<file path="src/double_ended_queue_top_macros.svh">
// Assertion macros used by the double-ended queue top level.
`ifndef DOUBLE_ENDED_QUEUE_TOP_MACROS_SVH
`define DOUBLE_ENDED_QUEUE_TOP_MACROS_SVH

`ifndef SYNTH

// Same-cycle implication, sampled on clk and held off during reset.
`define DQ_ASSERT_NOW(label, ante, cons, msg) \
    label: assert property (@(posedge clk) disable iff (!rst_n) (ante) |-> (cons)) \
        else $error(msg);

// Next-cycle implication, sampled on clk and held off during reset.
`define DQ_ASSERT_NEXT(label, ante, cons, msg) \
    label: assert property (@(posedge clk) disable iff (!rst_n) (ante) |=> (cons)) \
        else $error(msg);

`else

`define DQ_ASSERT_NOW(label, ante, cons, msg)
`define DQ_ASSERT_NEXT(label, ante, cons, msg)

`endif

`endif

</file>
<file path="src/dq_pkg.sv">
// Shared constants, payload types and control structs of the double-ended queue.
`default_nettype none

package dq_pkg;

    localparam int DEPTH      = 16;
    localparam int DATA_WIDTH = 32;
    localparam int IDX_W      = $clog2(DEPTH);
    localparam int CNT_W      = $clog2(DEPTH + 1);

    typedef enum logic [1:0] {
        MODE_PUSH_REAR  = 2'd0,
        MODE_PUSH_FRONT = 2'd1,
        MODE_POP_FRONT  = 2'd2,
        MODE_POP_REAR   = 2'd3
    } mode_t;

    typedef enum logic [1:0] {
        STATUS_OK    = 2'd0,
        STATUS_EMPTY = 2'd1,
        STATUS_FULL  = 2'd2
    } status_t;

    typedef struct packed {
        mode_t                         mode;
        logic signed [DATA_WIDTH-1:0]  push_value;
    } cmd_t;

    typedef struct packed {
        logic signed [DATA_WIDTH-1:0]  popped_value;
        status_t                       status;
        logic        [CNT_W-1:0]       entry_count;
        logic signed [DATA_WIDTH-1:0]  front_value;
        logic signed [DATA_WIDTH-1:0]  rear_value;
        logic                          is_empty;
    } rsp_t;

    typedef enum logic {
        S_IDLE = 1'b0,
        S_READ = 1'b1
    } dq_state_t;

    // Commands from the controller to the datapath.
    typedef struct packed {
        logic accept;
        logic finish;
    } dq_ctl_t;

    // Status from the datapath to the controller.
    typedef struct packed {
        logic out_free;
        logic needs_read;
    } dq_stat_t;

endpackage

`default_nettype wire

</file>
<file path="src/dq_ctrl.sv">
// Controller state machine of the double-ended queue.
`default_nettype none

module dq_ctrl (
    input  wire logic            clk,
    input  wire logic            rst_n,
    input  wire logic            cmd_valid,
    output logic                 cmd_stall,
    input  wire dq_pkg::dq_stat_t stat,
    output dq_pkg::dq_ctl_t      ctl
);

    dq_pkg::dq_state_t state_reg;
    dq_pkg::dq_state_t state_next;

    always_ff @(posedge clk or negedge rst_n)
    begin
        if (!rst_n)
        begin
            state_reg <= dq_pkg::S_IDLE;
        end
        else
        begin
            state_reg <= state_next;
        end
    end

    // A pop that leaves one or more words needs the new end word from memory.
    always_comb
    begin
        state_next = state_reg;
        case (state_reg)
            dq_pkg::S_IDLE:
            begin
                if (cmd_valid && stat.out_free && stat.needs_read)
                begin
                    state_next = dq_pkg::S_READ;
                end
            end
            dq_pkg::S_READ:
            begin
                state_next = dq_pkg::S_IDLE;
            end
            default:
            begin
                state_next = dq_pkg::S_IDLE;
            end
        endcase
    end

    always_comb
    begin
        cmd_stall  = 1'b1;
        ctl.accept = 1'b0;
        ctl.finish = 1'b0;
        case (state_reg)
            dq_pkg::S_IDLE:
            begin
                cmd_stall  = !stat.out_free;
                ctl.accept = cmd_valid && stat.out_free;
            end
            dq_pkg::S_READ:
            begin
                ctl.finish = 1'b1;
            end
            default:
            begin
                cmd_stall = 1'b1;
            end
        endcase
    end

endmodule

`default_nettype wire

</file>
<file path="src/dq_dpath.sv">
// Datapath of the double-ended queue: slot memory, pointers, cached ends and result register.
`default_nettype none

module dq_dpath (
    input  wire logic             clk,
    input  wire logic             rst_n,
    input  wire dq_pkg::cmd_t     cmd,
    input  wire dq_pkg::dq_ctl_t  ctl,
    output dq_pkg::dq_stat_t      stat,
    output logic                  rsp_valid,
    input  wire logic             rsp_stall,
    output dq_pkg::rsp_t          rsp
);

    localparam int IDX_W = dq_pkg::IDX_W;
    localparam int CNT_W = dq_pkg::CNT_W;
    localparam int DW    = dq_pkg::DATA_WIDTH;

    function automatic logic [IDX_W-1:0] idx_inc(input logic [IDX_W-1:0] i);
        return (i == IDX_W'(dq_pkg::DEPTH - 1)) ? '0 : i + IDX_W'(1);
    endfunction

    function automatic logic [IDX_W-1:0] idx_dec(input logic [IDX_W-1:0] i);
        return (i == '0) ? IDX_W'(dq_pkg::DEPTH - 1) : i - IDX_W'(1);
    endfunction

    logic signed [DW-1:0] slot_mem [dq_pkg::DEPTH];

    logic [IDX_W-1:0]     head_reg, head_next;
    logic [IDX_W-1:0]     tail_reg, tail_next;
    logic [CNT_W-1:0]     count_reg, count_next;
    logic signed [DW-1:0] front_reg, front_next;
    logic signed [DW-1:0] rear_reg, rear_next;
    logic signed [DW-1:0] pend_popped_reg, pend_popped_next;
    logic                 pend_front_reg, pend_front_next;
    logic signed [DW-1:0] rd_data_reg;
    dq_pkg::rsp_t         rsp_reg, rsp_next;
    logic                 rsp_valid_reg, rsp_valid_next;

    logic                 wr_en;
    logic [IDX_W-1:0]     wr_addr;
    logic                 rd_en;
    logic [IDX_W-1:0]     rd_addr;
    logic                 rsp_load;
    logic signed [DW-1:0] popped;
    dq_pkg::status_t      status;
    logic                 is_full;
    logic                 is_empty;
    logic                 is_pop;
    logic                 many;

    assign is_full  = (count_reg == CNT_W'(dq_pkg::DEPTH));
    assign is_empty = (count_reg == '0);
    assign is_pop   = (cmd.mode == dq_pkg::MODE_POP_FRONT) ||
                      (cmd.mode == dq_pkg::MODE_POP_REAR);
    assign many     = is_pop && (count_reg > CNT_W'(1));

    assign stat = '{out_free: (!rsp_valid_reg || !rsp_stall), needs_read: many};

    always_comb
    begin
        head_next        = head_reg;
        tail_next        = tail_reg;
        count_next       = count_reg;
        front_next       = front_reg;
        rear_next        = rear_reg;
        pend_popped_next = pend_popped_reg;
        pend_front_next  = pend_front_reg;
        wr_en            = 1'b0;
        wr_addr          = tail_reg;
        rd_en            = 1'b0;
        rd_addr          = idx_inc(head_reg);
        popped           = '0;
        status           = dq_pkg::STATUS_OK;
        rsp_load         = 1'b0;
        if (ctl.accept)
        begin
            case (cmd.mode)
                dq_pkg::MODE_PUSH_REAR:
                begin
                    if (is_full)
                    begin
                        status = dq_pkg::STATUS_FULL;
                    end
                    else
                    begin
                        wr_en      = 1'b1;
                        wr_addr    = tail_reg;
                        tail_next  = idx_inc(tail_reg);
                        count_next = count_reg + CNT_W'(1);
                        rear_next  = cmd.push_value;
                        if (is_empty)
                        begin
                            front_next = cmd.push_value;
                        end
                    end
                end
                dq_pkg::MODE_PUSH_FRONT:
                begin
                    if (is_full)
                    begin
                        status = dq_pkg::STATUS_FULL;
                    end
                    else
                    begin
                        wr_en      = 1'b1;
                        wr_addr    = idx_dec(head_reg);
                        head_next  = idx_dec(head_reg);
                        count_next = count_reg + CNT_W'(1);
                        front_next = cmd.push_value;
                        if (is_empty)
                        begin
                            rear_next = cmd.push_value;
                        end
                    end
                end
                dq_pkg::MODE_POP_FRONT:
                begin
                    if (is_empty)
                    begin
                        status = dq_pkg::STATUS_EMPTY;
                    end
                    else
                    begin
                        popped          = front_reg;
                        head_next       = idx_inc(head_reg);
                        count_next      = count_reg - CNT_W'(1);
                        rd_en           = many;
                        rd_addr         = idx_inc(head_reg);
                        pend_front_next = 1'b1;
                    end
                end
                dq_pkg::MODE_POP_REAR:
                begin
                    if (is_empty)
                    begin
                        status = dq_pkg::STATUS_EMPTY;
                    end
                    else
                    begin
                        popped          = rear_reg;
                        tail_next       = idx_dec(tail_reg);
                        count_next      = count_reg - CNT_W'(1);
                        rd_en           = many;
                        rd_addr         = idx_dec(idx_dec(tail_reg));
                        pend_front_next = 1'b0;
                    end
                end
                default:
                begin
                    status = dq_pkg::STATUS_OK;
                end
            endcase
            pend_popped_next = popped;
            rsp_load         = !many;
        end
        else if (ctl.finish)
        begin
            // The memory word read at accept becomes the new end of the queue.
            popped   = pend_popped_reg;
            rsp_load = 1'b1;
            if (pend_front_reg)
            begin
                front_next = rd_data_reg;
            end
            else
            begin
                rear_next = rd_data_reg;
            end
        end
    end

    always_comb
    begin
        rsp_next.popped_value = popped;
        rsp_next.status       = status;
        rsp_next.entry_count  = count_next;
        rsp_next.is_empty     = (count_next == '0);
        rsp_next.front_value  = (count_next == '0) ? '0 : front_next;
        rsp_next.rear_value   = (count_next == '0) ? '0 : rear_next;
    end

    always_comb
    begin
        rsp_valid_next = rsp_valid_reg;
        if (rsp_load)
        begin
            rsp_valid_next = 1'b1;
        end
        else if (rsp_valid_reg && !rsp_stall)
        begin
            rsp_valid_next = 1'b0;
        end
    end

    always_ff @(posedge clk or negedge rst_n)
    begin
        if (!rst_n)
        begin
            head_reg      <= '0;
            tail_reg      <= '0;
            count_reg     <= '0;
            rsp_valid_reg <= 1'b0;
        end
        else
        begin
            head_reg      <= head_next;
            tail_reg      <= tail_next;
            count_reg     <= count_next;
            rsp_valid_reg <= rsp_valid_next;
        end
    end

    always_ff @(posedge clk)
    begin
        front_reg       <= front_next;
        rear_reg        <= rear_next;
        pend_popped_reg <= pend_popped_next;
        pend_front_reg  <= pend_front_next;
        if (rsp_load)
        begin
            rsp_reg <= rsp_next;
        end
    end

    always_ff @(posedge clk)
    begin
        if (wr_en)
        begin
            slot_mem[wr_addr] <= cmd.push_value;
        end
    end

    always_ff @(posedge clk)
    begin
        if (rd_en)
        begin
            rd_data_reg <= slot_mem[rd_addr];
        end
    end

    assign rsp_valid = rsp_valid_reg;
    assign rsp       = rsp_reg;

endmodule

`default_nettype wire

</file>
<file path="src/double_ended_queue_top.sv">
// Top level of the double-ended queue: controller, datapath and checks.
//
//  Channel | Signals                      | Direction | Payload
//  --------+------------------------------+-----------+------------------------
//  cmd     | cmd_valid, cmd_stall, cmd    | in        | mode, push_value
//  rsp     | rsp_valid, rsp_stall, rsp    | out       | popped_value, status,
//          |                              |           | entry_count, front_value,
//          |                              |           | rear_value, is_empty
//
// A push, a failed pop, or a pop that empties the queue loads its result at accept.
// A pop that leaves one or more words also passes through the read state: the new end word is
// read from the slot memory, whose read data is registered.
// Reset clears the pointers, the count and the result valid, not the slots.
// A command transfer is taken while the result register is empty or drains
// in the same cycle, so a stall on rsp holds back cmd.
`default_nettype none

`include "double_ended_queue_top_macros.svh"

module double_ended_queue_top (
    input  wire logic          clk,
    input  wire logic          rst_n,
    input  wire logic          cmd_valid,
    output logic               cmd_stall,
    input  wire dq_pkg::cmd_t  cmd,
    output logic               rsp_valid,
    input  wire logic          rsp_stall,
    output dq_pkg::rsp_t       rsp
);

    // Commands and status between the controller and the datapath.
    dq_pkg::dq_ctl_t  ctl;
    dq_pkg::dq_stat_t stat;

    // The controller sequences each operation: it accepts in idle, and passes
    // through the read state when a pop must fetch the next end word from memory.
    dq_ctrl u_ctrl (
        .clk       (clk),
        .rst_n     (rst_n),
        .cmd_valid (cmd_valid),
        .cmd_stall (cmd_stall),
        .stat      (stat),
        .ctl       (ctl)
    );

    // The datapath keeps the slot memory, the head and tail pointers, the
    // count, cached copies of the front and rear words, and the result register.
    dq_dpath u_dpath (
        .clk       (clk),
        .rst_n     (rst_n),
        .cmd       (cmd),
        .ctl       (ctl),
        .stat      (stat),
        .rsp_valid (rsp_valid),
        .rsp_stall (rsp_stall),
        .rsp       (rsp)
    );

    // A command transfer happens only when the result register can take its result.
    `DQ_ASSERT_NOW(a_cmd_needs_room, cmd_valid && !cmd_stall,
        !rsp_valid || !rsp_stall, "command transfer while result register blocked")

    // A refused push is reported only when the queue is full.
    `DQ_ASSERT_NOW(a_full_count, rsp_valid && (rsp.status == dq_pkg::STATUS_FULL),
        rsp.entry_count == dq_pkg::CNT_W'(dq_pkg::DEPTH), "full status with a low count")

    // An empty queue shows zero at both ends.
    `DQ_ASSERT_NOW(a_empty_ends, rsp_valid && rsp.is_empty,
        (rsp.front_value == '0) && (rsp.rear_value == '0) && (rsp.entry_count == '0),
        "empty result with nonzero ends or count")

    // A pop that needs a memory read holds off the next command while the controller is in the read state.
    `DQ_ASSERT_NEXT(a_read_blocks, ctl.accept && stat.needs_read,
        cmd_stall && ctl.finish, "read cycle missing after a multi-word pop")

endmodule

`default_nettype wire
</file>
<file path="config.mk">
export PLATFORM = sky130hd
export DESIGN_NAME = double_ended_queue_top
export DESIGN_NICKNAME = d
export VERILOG_FILES = /design/src/dq_pkg.sv /design/src/dq_ctrl.sv /design/src/dq_dpath.sv /design/src/double_ended_queue_top.sv
export VERILOG_INCLUDE_DIRS = /design/src /design/src/src
export SDC_FILE = /design/constraint.sdc
export NUM_CORES = 1
export LEC_CHECK = 0
export ABC_AREA = 1
export CORE_UTILIZATION = 64
export DETAILED_ROUTE_END_ITERATION = 8
export DONT_BUFFER_PORTS = 1
export PLACE_DENSITY = 0.76
export REMOVE_ABC_BUFFERS = 1
export SLEW_MARGIN = 20
export SYNTH_ARGS = -nofsm -noshare
export SYNTH_HDL_FRONTEND = slang
export SYNTH_SLANG_ARGS = --single-unit
</file>
<file path="constraint.sdc">
create_clock -name clk -period 5.3 [get_ports clk]
set_input_delay 1.06 -clock clk [delete_from_list [all_inputs] [get_ports clk]]
set_output_delay 1.06 -clock clk [all_outputs]
set_load 0.005 [all_outputs]
</file>
==> run summary, run 1 <==
status -> complete, no violations
Max-cap violations -> 0
fillers -> 3,739
mapped cell area -> 35,200 sq um
CTS Buffer Depth -> 3
crit-path cells -> inv_1 > ha_1 > nand3_4 > inv_2 > buf_4 > nand2_1 > o211ai_1 > nand3_1 > o21ai_0 > inv_1 > nand2_1 > inv_1
Die ar. -> 56,000 sq um
Slowest-stage cell, CP -> inv_2
clk slew on worst S/H paths -> 60 ps
IO buf count -> 0
Post-synth top flop -> edfxtp_1
busiest layer in global routing -> met2
GR Util met2 -> 0.505
clk root buf -> clkbuf_16
setup bufs post-CTS -> 0
CP endpoint kind -> flop
CTS tree -> built
final hold vios -> 0
DIE HEIGHT -> 237 microns
min cycle time layout -> 3710 ps
pre-CTS setup slack -> 1260 ps
Inserted Clock Buffers -> 78
num ports -> 144
final instance area -> 38,200 sq um
critical-path maximum fanout -> 57
first-pass GRT wire length -> 139 mm
vias per cell -> 6.22
sequential area share after synthesis -> 0.627
Clk Latency, worst-skew pair -> 630 ps
initial antenna violation count -> 0
GRT Total Usage -> 0.323
Cells after Synth -> 3,503
clock sink count -> 760
dpl hpwl -> 51.5 mm
Yosys reg bits -> 760
Yosys cell types -> 40
post-synth top area share -> 0.580
startpoint types -> flop
Area after DPL -> 35,800 sq um
Global Route met1 Usage -> 0.450
Max IR drop VDD -> 0.000539 V
sequential standard cell area -> 22,100 sq um
CP Class -> reg -> reg
layout cells sized above 1 -> 0.0651
final slew viol count -> 0
Final Wtd Congestion -> 0.889
max incr delay on CP -> 930 ps
critical path's top delay family -> buffers and inverters
Area growth syn-to-layout -> 8.51%
drt wl/cell -> 21.7 microns
commonest non-fill, non-tap cells in the layout -> edfxtp_1, nand3_1, nand2_1
commonest non-fill, non-tap cell in the layout -> edfxtp_1
final setup fails -> 0
vias in the first global route -> 24,637
Worst EP arrival -> 4080 ps
CP Buf/Inv Count -> 5
Starting Density -> 0.651
YS warnings -> 0
DRT Pass-1 Iters -> 6
total grt overflow -> 0
area taken by multi-input logic gates -> 9930 sq um
number of synthesized flops with an enable pin -> 681
Die Width -> 237 microns
Slew @ Worst Pin -> 1070 ps
routed vias -> 25,924
wirelength, routed -> 90.4 mm
PD cells -> 579 nW/um^2
Min-Delay Path Class -> in -> async
max reg flops -> 512
Core Rows -> 85
setup ws final -> 1590 ps
Rel. slew slack -> 0.286
worst path required time -> 5670 ps
RSZ-0062 raised after global routing -> false
Antenna Violating Nets Remaining -> 0
# diodes -> 0
met3 usage in global routing -> 0.0664
post-CTS sizing -> 0
crit share post-route -> 0.700
hold slack -> 119 ps
setup clock skew after layout -> 21.2 ps
Hold Buf Count CTS -> 0
DR iter-0 viols -> 3,424
H-tree Lvls -> 3
top post-synthesis cells by area -> edfxtp_1, nand3_1, nand2_1, inv_1, dfxtp_1
Synth area leader -> edfxtp_1
# DRC -> 0
fmax -> 270 MHz
Core Area -> 54,100 sq um
Top cell by count, worst path -> inv_1
largest net degree at the start of global routing -> 109
Mapped Avg Cell Area -> 10.1 sq um
Post-synth ARST share -> 0.0197
Leak Pwr -> 15.8 nW
final net count -> 3,463
## power by group
group | internal, mW | switching (mW)
clock network | 3.05 | 2.26
logic | 2.42 | 5.82
registers | 7.87 | 0.726
## worst reg2reg max path, cell delays in order (launching register included)
cell and delay, ps:
dfrtp_1 420, inv_1 190, ha_1 310, nand3_4 390, inv_2 940, buf_4 450, nand2_1 120, o211ai_1 100
nand3_1 110, o21ai_0 140, inv_1 140, nand2_1 90, inv_1 50
## layer usage
metal  routed length (microns)  vias up
met2                     41800     1637
li1                          -    11708
met4                      2900        0
met3                     10300      232
met5                         0        -
met1                     35400    12347
## synth_stat cells (2+ instances only)
| library cell | instances |
|---|---|
| nor2_1 | 35 |
| buf_6 | 7 |
| buf_2 | 110 |
| a22o_1 | 32 |
| edfxtp_1 | 681 |
| inv_2 | 16 |
| o22ai_1 | 2 |
| nand4_1 | 3 |
| nand3b_1 | 127 |
| buf_4 | 26 |
| clkbuf_1 | 68 |
| buf_1 | 14 |
| xnor2_1 | 2 |
| o21ai_0 | 151 |
| nand3_4 | 3 |
| nor3_1 | 3 |
| inv_1 | 579 |
| xor2_1 | 5 |
| nor2_4 | 2 |
| clkinv_1 | 13 |
| nand3_1 | 678 |
| a22oi_1 | 3 |
| or2_2 | 3 |
| nor2_2 | 2 |
| o211ai_1 | 129 |
| ha_1 | 11 |
| dfxtp_1 | 64 |
| o21ai_1 | 8 |
| nand2_1 | 624 |
| nand2_2 | 8 |
| a21oi_1 | 71 |
| dfrtp_1 | 15 |
## stage by stage
step | cells | setup TNS [ps] | total power [mW] | util
6_report | 4166 | 0 | 22.1 | 0.707
5_1_grt | 4166 | 0 | 23.3 | 0.707
4_1_cts | 4165 | 0 | 22.0 | 0.706
3_5_place_dp | 4029 | 0 | 16.7 | 0.661
3_3_place_gp | 4029 | 0 | 16.4 | 0.661
2_1_floorplan | 3278 | -115800 | 14.0 | -
## worst paths after layout
path,startpoint,to,slack [ps],cells after the start
worst max register to register,u_dpath.count_reg[0]$_DFF_PN0_,u_dpath.rsp[37]$_SDFFCE_PP0P_,1590,12
worst max-delay path,u_dpath.count_reg[0]$_DFF_PN0_,u_dpath.rsp[37]$_SDFFCE_PP0P_,1590,12
min in group clk,cmd[1],u_dpath.slot_mem[4][1]$_DFFE_PP_,520,0
max in group asynchronous,rst_n,u_ctrl.state_reg$_DFF_PN0_,5100,0
worst min register to register,u_dpath.pend_popped_reg[1]$_DFFE_PP_,u_dpath.rsp[73]$_DFFE_PP_,540,1
worst min-delay path,rst_n,u_dpath.head_reg[1]$_DFFE_PN0P_,120,0
## kinds of logic (layout without fill, tap and decap cells)
group           after synthesis  in the layout  share of synthesized area
compound gates              398            398                     0.0695
xor+xnor                      7              7                    0.00174
fa+ha+maj                    11             11                    0.00390
buf+inv                     835            802                     0.0972
flops                       760            760                      0.627
simple gates               1492           1492                      0.200
## final cells by class
type	instances	area share
Timing Repair Buffer	56	0.0164
Clock inverter	40	0.00936
Clock buffer	96	0.0539
Inverter	610	0.0600
Tap cell	696	0.0228
Sequential cell	760	0.578
Multi-Input combinational cell	1908	0.260
Power figures use the tool's default switching activity.
==> inputs of run 2 (changes only) <==
clock period = 3.51 ns   (was 5.3 ns; I/O delays follow)
==> run summary, run 2 (synthesis results as in run 1) <==
Rel. slew slack -> 0.363 (was 0.286)
DR iter-0 viols -> 3,450 (was 3,424)
hold slack -> 172 ps (was 119 ps)
CP Class -> reg -> reg (unchanged)
Inserted Clock Buffers -> 77 (was 78)
Top cell by count, worst path -> nand3_1 (was inv_1)
H-tree Lvls -> 3 (unchanged)
Power Total -> 33.6 mW (was 22.1 mW)
placed insts -> 4,054 (was 4,029)
WL met1 -> 35.4 mm (about the same)
final hold vios -> 0 (unchanged)
Area after DPL -> 36,100 sq um (was 35,800 sq um)
startpoint types -> flop (unchanged)
clock sink count -> 760 (unchanged)
final slew viol count -> 0 (unchanged)
setup bufs post-CTS -> 0 (unchanged)
initial antenna violation count -> 1 (was 0)
min cycle time layout -> 3270 ps (was 3710 ps)
final net count -> 3,487 (was 3,463)
crit share post-route -> 0.933 (was 0.700)
commonest non-fill, non-tap cells in the layout -> edfxtp_1, nand3_1, nand2_1 (unchanged)
fillers -> 3,732 (was 3,739)
GRT Total Usage -> 0.329 (was 0.323)
clk root buf -> clkbuf_16 (unchanged)
Hold Buf Count CTS -> 1 (was 0)
Core Area -> 54,100 sq um (unchanged)
dpl hpwl -> 53.1 mm (was 51.5 mm)
Starting Density -> 0.651 (unchanged)
Max IR drop VDD -> 0.00104 V (was 0.000539 V)
Die Width -> 237 microns (unchanged)
R2R setup slack -> 240 ps (was 1590 ps)
post-CTS sizing -> 0 (unchanged)
final std cells w/o fill -> 4,192 (was 4,166)
layout cells sized above 1 -> 0.0707 (was 0.0651)
first-pass GRT wire length -> 142 mm (was 139 mm)
PD cells -> 873 nW/um^2 (was 579 nW/um^2)
final instance area -> 38,400 sq um (was 38,200 sq um)
DRT Pass-1 Iters -> 6 (unchanged)
vias per cell -> 6.24 (was 6.22)
Top Metal Used -> met5 (was met4)
IO buf count -> 0 (unchanged)
clk slew on worst S/H paths -> 60 ps (about the same)
drt wl/cell -> 21.9 microns (was 21.7 microns)
Die ar. -> 56,000 sq um (unchanged)
DIE HEIGHT -> 237 microns (unchanged)
setup TNS -> 0 ps (unchanged)
# DRC -> 0 (unchanged)
max incr delay on CP -> 450 ps (was 930 ps)
wirelength, routed -> 91.8 mm (was 90.4 mm)
met3 wire len -> 11.3 mm (was 10.3 mm)
Final Wtd Congestion -> 0.910 (was 0.889)
Slew @ Worst Pin -> 956 ps (was 1070 ps)
commonest non-fill, non-tap cell in the layout -> edfxtp_1 (unchanged)
crit-path cells -> inv_1 > ha_1 > nand3_4 > nand3_4 > nand2_8 > nand2_8 > buf_12 > nand2_1 > nand3_1 > nand3_1 > nand3_1 > nand2_1 (was inv_1 > ha_1 > nand3_4 > inv_2 > buf_4 > nand2_1 > o211ai_1 > nand3_1 > o21ai_0 > inv_1 > nand2_1 > inv_1)
Leak Pwr -> 15.9 nW (was 15.8 nW)
routed vias -> 26,162 (was 25,924)
Antenna Violating Nets Remaining -> 0 (unchanged)
largest net degree at the start of global routing -> 129 (was 109)
RSZ-0062 raised after global routing -> false (unchanged)
Max-cap violations -> 0 (unchanged)
Slowest-stage cell, CP -> nand2_8 (was inv_2)
critical-path maximum fanout -> 54 (was 57)
# diodes -> 0 (unchanged)
setup ws final -> 237 ps (was 1590 ps)
Min-Delay Path Class -> in -> reg (was in -> async)
Layout Utilization -> 0.710 (was 0.707)
num ports -> 144 (unchanged)
Worst EP arrival -> 3640 ps (was 4080 ps)
Area growth syn-to-layout -> 9.05% (was 8.51%)
max reg flops -> 512 (unchanged)
CTS Buffer Depth -> 3 (unchanged)
worst path required time -> 3880 ps (was 5670 ps)
fmax -> 306 MHz (was 270 MHz)
setup clock skew after layout -> 21.3 ps (was 21.2 ps)
pre-CTS setup slack -> 201 ps (was 1260 ps)
CTS tree -> built (unchanged)
status -> complete, no violations (unchanged)
Met2 Wirelength -> 42.2 mm (was 41.8 mm)
CP endpoint kind -> flop (unchanged)
vias in the first global route -> 25,384 (was 24,637)
Clk Latency, worst-skew pair -> 630 ps (about the same)
total grt overflow -> 0 (unchanged)
final setup fails -> 0 (unchanged)
Core Rows -> 85 (unchanged)
## run 2: cell count changes in the layout (fill, tap and decap cells not counted), moves of 2 or more
cell / before / now
inv_6: 5 / 1
buf_4: 40 / 59
clkinv_4: 0 / 3
clkinv_8: 0 / 3
bufinv_16: 6 / 2
clkinv_2: 12 / 10
buf_12: 15 / 21
clkinv_1: 28 / 25
clkbuf_1: 15 / 22
## run 2: worst max-delay path, delay by kind of cell (launching register included)
kind / cells / cell delay [ps]
fa+ha+maj: 1 / 280
buf+inv: 2 / 450
simple gates: 9 / 1800
flops: 1 / 410
## run 2: cell type report
type	instances	area, sq um	share of cell area
Clock buffer	104	2110	0.0549
Clock inverter	33	256	0.00667
Inverter	610	2300	0.0597
Multi-Input combinational cell	1908	9920	0.258
Sequential cell	760	22100	0.575
Tap cell	696	871	0.0227
Timing Repair Buffer	81	873	0.0227
## run 2: power breakdown
| group | switching, mW | total [mW] | leakage, nW | internal [mW] |
|---|---|---|---|---|
| Clock | 3.38 | 7.76 | 1.15 | 4.38 |
| Sequential | 1.11 | 13.0 | 6.94 | 11.9 |
| Combinational | 8.92 | 12.8 | 7.79 | 3.88 |
## run 2: path summary, 6_finish.rpt
| check | cells after the start | endpoint | from |
|---|---|---|---|
| min in group asynchronous | 1 | u_dpath.tail_reg[3]$_DFFE_PN0P_ | rst_n |
| min | 0 | u_dpath.slot_mem[15][24]$_DFFE_PP_ | cmd[24] |
| max | 12 | u_dpath.rd_data_reg[7]$_DFFE_PP_ | u_dpath.count_reg[0]$_DFF_PN0_ |
| max in group asynchronous | 1 | u_dpath.count_reg[4]$_DFF_PN0_ | rst_n |
| min reg2reg | 1 | u_dpath.rsp[78]$_DFFE_PP_ | u_dpath.pend_popped_reg[6]$_DFFE_PP_ |
| max reg2reg | 12 | u_dpath.rd_data_reg[7]$_DFFE_PP_ | u_dpath.count_reg[0]$_DFF_PN0_ |
## run 2: layer usage
| layer | GRT usage | up-vias |
|---|---|---|
| met5 | 0 | - |
| met4 | 0.133 | 2 |
| met3 | 0.0751 | 261 |
| met2 | 0.514 | 1762 |
| met1 | 0.450 | 12386 |
| li1 | - | 11751 |
